$ cat src/hw/rtl/hmad_pkg.sv
// ----------------------------------------------------------------------------
// hmad_pkg
// Shared types and constants of the Haar / MAD rate anomaly detector.
// ----------------------------------------------------------------------------
package hmad_pkg;

  localparam int SAMPLE_BITS      = 16;
  localparam int WINDOW_LEN_DEF   = 16;
  localparam int BASELINE_LEN_DEF = 100;
  localparam int CFG_IDX_W        = 8;
  localparam int CFG_DATA_W       = 16;
  localparam int SCORE_THR_W      = 15;

  // 1/sqrt2 in Q0.32 and 1.4826 in Q16.
  localparam logic [31:0] INV_SQRT2_Q32 = 32'd3037000500;
  localparam logic [16:0] MAD_SCALE_Q16 = 17'd97164;

  localparam logic [CFG_IDX_W-1:0] CFG_AVG_THR   = 8'd0;
  localparam logic [CFG_IDX_W-1:0] CFG_SCORE_THR = 8'd1;

  localparam logic [15:0] AVG_THR_RST   = 16'd7680;
  localparam logic [14:0] SCORE_THR_RST = 15'd2048;

  typedef struct packed {
    logic [SAMPLE_BITS-1:0] rate_sample;
    logic                   start_record;
  } in_word_t;

  typedef struct packed {
    logic [15:0]            sample_number;
    logic [SAMPLE_BITS-1:0] window_mean;
    logic [SAMPLE_BITS-1:0] detail_value;
    logic signed [15:0]     robust_score;
    logic                   score_valid;
    logic                   mean_alert;
    logic                   score_alert;
  } out_word_t;

  // Control of the sorting chain.
  typedef struct packed {
    logic shift;
    logic load_dev;
    logic sort;
    logic phase;
  } chain_ctrl_t;

endpackage

$ cat src/hw/rtl/hmad_divider.sv
// ----------------------------------------------------------------------------
// hmad_divider
// Restoring divider, one quotient bit per cycle.
// ----------------------------------------------------------------------------
module hmad_divider
  import hmad_pkg::*;
#(
  parameter int NUM_W = 21,
  parameter int DEN_W = 16
) (
  input  logic             clk_i,
  input  logic             rst_ni,
  input  logic             start_i,
  input  logic [NUM_W-1:0] num_i,
  input  logic [DEN_W-1:0] den_i,
  output logic             busy_o,
  output logic [NUM_W-1:0] quot_o
);

  localparam int CNT_W = $clog2(NUM_W + 1);

  logic             busy_q;
  logic [CNT_W-1:0] cnt_q;
  logic [NUM_W-1:0] quo_q;
  logic [DEN_W-1:0] rem_q;
  logic [DEN_W-1:0] den_q;
  logic [DEN_W:0]   trial;
  logic             ge;

  assign trial = {rem_q, quo_q[NUM_W-1]};
  assign ge    = trial >= {1'b0, den_q};

  always_ff @(posedge clk_i or negedge rst_ni) begin
    if (!rst_ni) begin
      busy_q <= 1'b0;
      cnt_q  <= '0;
    end else if (start_i) begin
      busy_q <= 1'b1;
      cnt_q  <= CNT_W'(NUM_W);
    end else if (busy_q) begin
      cnt_q <= cnt_q - 1'b1;
      if (cnt_q == CNT_W'(1)) busy_q <= 1'b0;
    end
  end

  always_ff @(posedge clk_i) begin
    if (start_i) begin
      quo_q <= num_i;
      rem_q <= '0;
      den_q <= den_i;
    end else if (busy_q) begin
      quo_q <= {quo_q[NUM_W-2:0], ge};
      rem_q <= ge ? DEN_W'(trial - {1'b0, den_q}) : trial[DEN_W-1:0];
    end
  end

  assign busy_o = busy_q;
  assign quot_o = quo_q;

endmodule

$ cat config.mk
export PLATFORM = sky130hd
export DESIGN_NAME = hmad_divider
export DESIGN_NICKNAME = d
export VERILOG_FILES = /design/src/hw/rtl/hmad_pkg.sv /design/src/hw/rtl/hmad_divider.sv
export SDC_FILE = /design/constraint.sdc
export NUM_CORES = 1
export LEC_CHECK = 0
export CORE_UTILIZATION = 61
export CTS_CLUSTER_DIAMETER = 30
export CTS_CLUSTER_SIZE = 16
export DETAILED_ROUTE_END_ITERATION = 10
export DONT_BUFFER_PORTS = 1
export GPL_ROUTABILITY_DRIVEN = 0
export PLACE_DENSITY = 0.78
export SYNTH_ARGS = -nofsm -noshare
export SYNTH_HDL_FRONTEND = slang
export SYNTH_SLANG_ARGS = --single-unit
$ cat constraint.sdc
create_clock -name clk_i -period 2.7 [get_ports clk_i]
set_clock_uncertainty 0.05 [all_clocks]
set_input_delay 0 -clock clk_i [delete_from_list [all_inputs] [get_ports clk_i]]
set_output_delay 0 -clock clk_i [all_outputs]
set_load 0.02 [all_outputs]
# Yosys cells after proc, flatten, opt, wreduce, memory -nomap -nowiden
# Index checks and enable logic that the tools add are counted.
# classes
add_sub_neg,2
multipliers,0
n_div,0
n_lt_le_gt_ge,1
n_eq_ne,1
shifts,0
mux,8
n_bitwise,0
reduce_logical,1
# op_table
cell,count
2-to-1 mux 21 bit,2
greater-or-equal comparator 17 x 16 -> 1 bit,1
2-to-1 mux 16 bit,1
subtractor 16 bit,1
2-to-1 mux 5 bit,2
== test 5 x 1 -> 1 bit (second input constant),1
subtractor 5 x 1 -> 5 bit (second input constant),1
2-to-1 mux 1 bit,3
nonzero test 2 bit,1
# totals
reg_bits,59
latchBits,0
ramBits,0
mem_bits_ro,0
output_inout_bits,22
wordCells,18
mem_count,0

# Depth between registers and ports, before layout
# Gate-level depths: netlist (run 1).
# depth
ltp_word,4
depth_mapped,11
ltp_nobuf,10

# Worst setup path after synthesis (run 1)
# Ideal clock, no wire load.
# synth_timing
path_type,register to register
from,"reg quo_q[20], in the netlist quot_o[20]"
to,reg rem_q[10]
setup_ns,0.062
t_arrival_ns,2.264
required_time_ns,2.588
slack_ns,0.324
stages_incl_launch_ff,11
path_buffers,0
cell_sequence,edfxtp_1 > inv_1 > ha_1 > fa_1 > nand2b_1 > a21oi_2 > a31oi_1 > o21ai_0 > xnor2_1 > or3_1 > nand3_1
# synth_via
elab_chain_cells,2
elab_cells_between_ends,3
classes_between,add/sub: 1; order compare: 1; mux: 1
# synth_rtl
item,line,text
start: declaration,hmad_divider.sv:24,logic [NUM_W-1:0] quo_q;
start signal: assignment,hmad_divider.sv:48,quo_q <= num_i;
start signal: assignment,hmad_divider.sv:52,"quo_q <= {quo_q[NUM_W-2:0], ge};"
subtractor 16 bit or greater-or-equal comparator 17 x 16 -> 1 bit (tied branches),"hmad_divider.sv:53, hmad_divider.sv:31",
2-to-1 mux 16 bit (*),hmad_divider.sv:53,"rem_q <= ge ? DEN_W'(trial - {1'b0, den_q}) : trial[DEN_W-1:0];"
end signal: assignment,hmad_divider.sv:53,
end: declaration,hmad_divider.sv:25,logic [DEN_W-1:0] rem_q;
# Every way passes the cells marked *; elsewhere a longest branch is shown, timed or not.
# A chain may end at the register's enable or synchronous reset.

# Final worst setup path (run 1)
# Ends and elaborated chain as after synthesis.

==> flow_summary.json, run 1 <==
{
  "synth_area_per_cell_sq_um": 11.2,
  "rows": 25,
  "fmax_ghz": 0.396,
  "core_sq_um": 4850,
  "clock_latency_ns": 0.35,
  "n_fill_cell": 273,
  "rsz0062_at_grt": "false",
  "hpwl_um": 4160,
  "cts_buffer_depth": 2,
  "numCtsBuffers": 9,
  "period_share": 0.935,
  "synthCells": 284,
  "period_needed_ns": 2.53,
  "ys_ff_latch": 59,
  "die_height_um": 74.1,
  "start_kind": "register",
  "grt_overflow": 0,
  "clk_pin_slew_worst_paths_ns": 0.08,
  "numPortBuffers": 0,
  "pre_cts_slack_ns": 0.265,
  "finalSetupViolCount": 0,
  "cts_root_buffer": "clkbuf_8",
  "mappedNetlistArea_sq_um": 3170,
  "synth_edf_count": 37,
  "die-area_sq_um": 5490,
  "async_flop_share": 0.102,
  "layout-drive-gt1-share": 0.151,
  "hold_path.class": "in -> reg",
  "synthTopCellsByArea": "edfxtp_1 (35%), dfxtp_1 (10%), ha_1 (7.1%)",
  "syn_nets": 343,
  "grt_use_total": 0.317,
  "tns_ns": 0,
  "ir_drop_mv": 0.464,
  "crit_type": "reg -> reg",
  "cp_data_arrival_time_ns": 2.76,
  "wl_um": 7840,
  "layout.area.seq_sq_um": 1580,
  "antenna_found_initial": 1,
  "grt_max_degree": 49,
  "vias": 2422,
  "wire_per_inst_um": 19.3,
  "post_cts_resized": 0,
  "synthToLayoutAreaGrowth_pct": 23.2,
  "synth_flop_cell": "edfxtp_1",
  "netlist.area_leader.share": 0.350,
  "worstPathCellList": "inv_1, ha_1, fa_1, nand2b_1, a21oi_2, a31oi_1, o21ai_0, xnor2_1, or3_1, nand3_1",
  "slowest_delay_ns": 0.39,
  "cts_tree": "done",
  "htree_num_levels": 3,
  "ant_nets": 0,
  "layout.nets": 392,
  "finalPower_mw": 2.40,
  "grt_pass1_vias": 2512,
  "r2r_slack_ns": 0.17,
  "synth_top_area_cell": "edfxtp_1",
  "io_pins": 62,
  "drt_iter0_drc": 290,
  "cap_violations": 0,
  "clkSinkCount": 59,
  "ys_warn_count": 0,
  "ys_seq_area_frac": 0.498,
  "viasPerCell": 5.97,
  "required_ns": 2.94,
  "slew_headroom": 0.747,
  "path_max_fanout": 4,
  "endpoint_kind": "register",
  "initial_core_util": 0.654,
  "status": "complete, no violations",
  "die_w_um": 74.1,
  "hold_viol": 0,
  "grt_pass1_wl_um": 12300,
  "leakagePower_nw": 1.63,
  "power_density_nw_per_um2": 615,
  "layout_setup_ws_ns": 0.174,
  "worst_pin_slew_ns": 0.379,
  "crit_slowest_cell": "fa_1",
  "drtPass1Iterations": 5,
  "drc_errors": 0,
  "multi_input_comb_area_sq_um": 1440,
  "slew_violations": 0,
  "yosys.cell_types.count": 52
}
[what timing repair did]
action / 4_1_cts / 5_1_grt
hold buffers: 42 / 0
buffers inserted: 0 / 0
endpoints found under the hold margin: 69 / 0
[final timing paths]
check / depth (start not counted) / endpoint / startpoint
min in group asynchronous: 2 / cnt_q[0]$_DFFE_PN0P_ / rst_ni
max reg2reg: 10 / rem_q[10]$_SDFFE_PP0P_ / quot_o[20]$_DFFE_PP_
min: 4 / rem_q[3]$_SDFFE_PP0P_ / start_i
max: 10 / rem_q[10]$_SDFFE_PP0P_ / quot_o[20]$_DFFE_PP_
min reg2reg: 2 / rem_q[15]$_SDFFE_PP0P_ / rem_q[15]$_SDFFE_PP0P_
max in group asynchronous: 2 / cnt_q[4]$_DFFE_PN0P_ / rst_ni
[flip-flops by register name, summed over array words and instances, names as in the netlist]
| name | count |
|---|---|
| cnt_q | 5 |
| rem_q | 16 |
| den_q | 16 |
| busy_o | 1 |
| quot_o | 21 |
[metal layers]
metal / wire, um / track usage / vias up
met2: 4040 / 0.551 / 118
met4: 306 / 0.169 / 0
met1: 2970 / 0.349 / 1141
li1: - / - / 1132
met3: 524 / 0.0949 / 31
met5: 0 / 0 / -
[power by group]
group / switching, mW / internal, mW
clock network: 0.376 / 0.611
logic: 0.150 / 0.147
registers: 0.0862 / 1.03
[cells by family after synthesis]
logic type / count (synthesis) / share of synthesized area
and+or+nand+nor: 78 / 0.126
DFF: 59 / 0.498
AOI/OAI and AO/OA: 56 / 0.123
buffers and inverters: 32 / 0.0477
muxes: 24 / 0.0836
adders and majority gates: 19 / 0.0773
xor gates and xnor gates: 16 / 0.0442
[placed cells by master (no fill, tap or decap), types with 2 or more instances in the layout]
master,n
o21ai_0,6
nor2b_1,2
a21oi_2,3
a21oi_1,6
mux2_2,20
a21o_1,6
or2b_1,2
clkbuf_8,9
a21boi_0,2
nor3_1,3
clkinv_2,2
nand3_1,13
nor2_1,16
a221oi_1,2
inv_1,21
a31oi_1,2
xnor2_1,10
buf_4,7
or3_1,5
dlygate4sd3_1,41
xor2_1,6
o21ai_1,7
a211oi_1,5
nand2_1,18
ha_1,18
dfrtp_1,6
dfxtp_1,16
bufinv_16,3
nand2b_1,10
o311ai_1,2
mux2i_1,4
a32oi_1,5
edfxtp_1,37
[worst max-delay path, delay by kind of cell, from the launching register on]
kind,cells,cell delay (ns)
AOI/OAI and AO/OA,3,0.74
adders and majority gates,2,0.61
and+or+nand+nor,3,0.56
DFF,1,0.36
xor gates and xnor gates,1,0.10
buffers and inverters,1,0.05
[metrics by stage]
| stage | cell area, sq um | hold slack, ns | utilization | cells |
|---|---|---|---|---|
| 6_report | 3910 | 0.0344 | 0.806 | 406 |
| 2_1_floorplan | 3170 | -0.346 | - | 284 |
| 3_3_place_gp | 3240 | -0.345 | 0.668 | 347 |
| 4_1_cts | 3910 | 0.0165 | 0.806 | 405 |
| 5_1_grt | 3910 | 0.0443 | 0.806 | 406 |
| 3_5_place_dp | 3240 | -0.345 | 0.668 | 347 |
[layout make-up]
class,count,area share
Antenna cell,1,0.000640
Clock buffer,9,0.0317
Clock inverter,7,0.0298
Inverter,21,0.0202
Multi-Input combinational cell,193,0.368
Sequential cell,59,0.404
Tap cell,67,0.0214
Timing Repair Buffer,49,0.124
[synthesized netlist by cell type (all sizes together) (4+ instances only)]
library cell and n:
mux2i 4, clkbuf 7, edfxtp 37, or3 5, buf 4, mux2 20, dfrtp 6, dfxtp 16
o21ai 13, inv 21, xor2 6, a32oi 5, nand2b 10, ha 18, xnor2 10, a21oi 9
a211oi 5, nor2 17, a21o 6, nand3 13, nand2 19
Note: power is estimated with default switching activity, not from simulation.
==> inputs of run 2 (changes only) <==
CORE_UTILIZATION = 55   (was 61)
PLACE_DENSITY = 0.71   (was 0.78)
==> flow_summary.json, run 2 (same netlist as run 1, synthesis figures left out) <==
{
  "status": "complete, no violations",
  "required_ns": 2.94,
  "numCtsBuffers": 9,
  "rsz0062_at_grt": "false",
  "worst_r2r_endpoint": "rem_q[10]$_SDFFE_PP0P_",
  "endpoint_kind": "register",
  "wire_per_inst_um": 16.4,
  "ir_drop_mv": 0.485,
  "grt_pass1_vias": 2391,
  "synthToLayoutAreaGrowth_pct": 21.7,
  "layout-drive-gt1-share": 0.154,
  "worst_pin_slew_ns": 0.491,
  "hpwl_um": 4260,
  "power_density_nw_per_um2": 552,
  "die-area_sq_um": 6080,
  "cts_tree": "done",
  "io_pins": 62,
  "viasPerCell": 5.60,
  "combPwrFrac": 0.131,
  "leakagePower_nw": 1.60,
  "largest_reg_flops": 21,
  "clkSinkCount": 59,
  "crit_slowest_cell": "edfxtp_1",
  "internal_power_mw": 1.52,
  "drt_iter0_drc": 104,
  "core_sq_um": 5540,
  "die_w_um": 78.0,
  "n_antenna_cell": 0,
  "p_seq_frac": 0.522,
  "post_dp_cell_area_sq_um": 3250,
  "htree_num_levels": 3,
  "hold_path.class": "in -> reg",
  "switching_share": 0.286,
  "antenna_found_initial": 0,
  "numPortBuffers": 0,
  "worstPathCellList": "ha_1, fa_1, nand2b_1, a21oi_2, a31oi_1, o21ai_1, xnor2_1, or3_1, nand3_1",
  "cp-startpoint": "den_q[0]$_DFFE_PP_",
  "period_needed_ns": 2.49,
  "final_cell_mix": "dlygate4sd3_1 (40), edfxtp_1 (37), inv_1 (21)",
  "grt_overflow": 0,
  "wl_um": 6740,
  "finalSetupViolCount": 0,
  "hold_viol": 0,
  "r2r_slack_ns": 0.21,
  "period_share": 0.922,
  "slowest_delay_ns": 0.40,
  "cts_root_buffer": "clkbuf_8",
  "layout.nets": 392,
  "r2r_start": "den_q[0]$_DFFE_PP_",
  "worstHoldEndpoint": "rem_q[11]$_SDFFE_PP0P_",
  "slew_headroom": 0.673,
  "start_kind": "register",
  "final_common_cell": "dlygate4sd3_1",
  "ant_nets": 0,
  "crit_type": "reg -> reg",
  "drtPass1Iterations": 4,
  "cts_buffer_depth": 2,
  "grt_use_total": 0.243,
  "fmax_ghz": 0.402,
  "grt_pass1_wl_um": 11200,
  "cp_data_arrival_time_ns": 2.72,
  "grt_max_degree": 50,
  "die_height_um": 78.0,
  "hp-start": "start_i",
  "design_area_sq_um": 3860,
  "rows": 27,
  "netSwitchingPower_mw": 0.610,
  "initial_core_util": 0.573,
  "clk_pin_slew_worst_paths_ns": 0.07,
  "worstHoldPathCells": 2,
  "cap_violations": 0,
  "vias": 2298,
  "slew_violations": 0,
  "rr_worst_depth": 9,
  "clkPwrFrac": 0.348,
  "drc_errors": 0,
  "clock_latency_ns": 0.34,
  "tns_ns": 0,
  "path_max_fanout": 4
}
[run 2: repair_timing]
action	in CTS	in global routing
setup endpoints to repair	0	2
resized for setup	0	1
hold buffers	41	0
hold endpoints to repair	70	0
setup buffers	0	0
[run 2: layer usage]
| metal | share of wire | track usage | routed length [um] | up-vias |
|---|---|---|---|---|
| met5 | 0 | 0 | 0 | - |
| met4 | 0.020 | 0.0907 | 132 | 0 |
| met3 | 0.058 | 0.0871 | 393 | 13 |
| met2 | 0.49 | 0.405 | 3310 | 62 |
| met1 | 0.43 | 0.286 | 2910 | 1084 |
| li1 | - | - | - | 1139 |
[run 2: power by group through the flow]
stage	registers (mW)	logic (mW)	clock network, mW
after floorplan	1.12	0.174	0
after global placement	1.13	0.204	0
after detailed placement	1.13	0.211	0
after CTS	1.11	0.278	0.763
after global routing	1.12	0.311	0.790
final	1.11	0.279	0.742
[run 2: worst max path at each step]
stage                                        end  slack [ns]
after floorplan           rem_q[10]$_SDFFE_PP0P_        0.32
after global placement    rem_q[10]$_SDFFE_PP0P_        0.20
after detailed placement  rem_q[10]$_SDFFE_PP0P_        0.14
after CTS                 rem_q[10]$_SDFFE_PP0P_        0.10
after global routing      rem_q[10]$_SDFFE_PP0P_        0.06
final                     rem_q[10]$_SDFFE_PP0P_        0.21
[run 2: area by class of cell]
type,instances,area [sq um]
clock buffers,9,124
clock inverters,7,58.8
fillers,422,1680
inverters,21,78.8
multi-input cells,193,1440
flip-flops and latches,59,1580
well taps,72,90.1
repair buffers,49,488
[run 2: per-stage QoR]
step,cells,hold slack [ns],setup WS [ns],power (mW),utilization
floorplan,284,-0.346,0.324,1.30,-
global placement,353,-0.345,0.199,1.33,0.587
detailed placement,353,-0.345,0.141,1.34,0.587
CTS,410,0.0484,0.103,2.15,0.697
global route,410,0.0742,0.0604,2.22,0.697
finish,410,0.0753,0.211,2.13,0.697
[run 2: worst max-delay path, delay by kind of cell (launching register included)]
family                   cells  cell delay [ns]
AO/OA/AOI/OAI                3             0.69
adder cells (fa/ha/maj)      2             0.63
AND/OR/NAND/NOR              3             0.57
flip-flops                   1             0.40
XOR/XNOR                     1             0.09
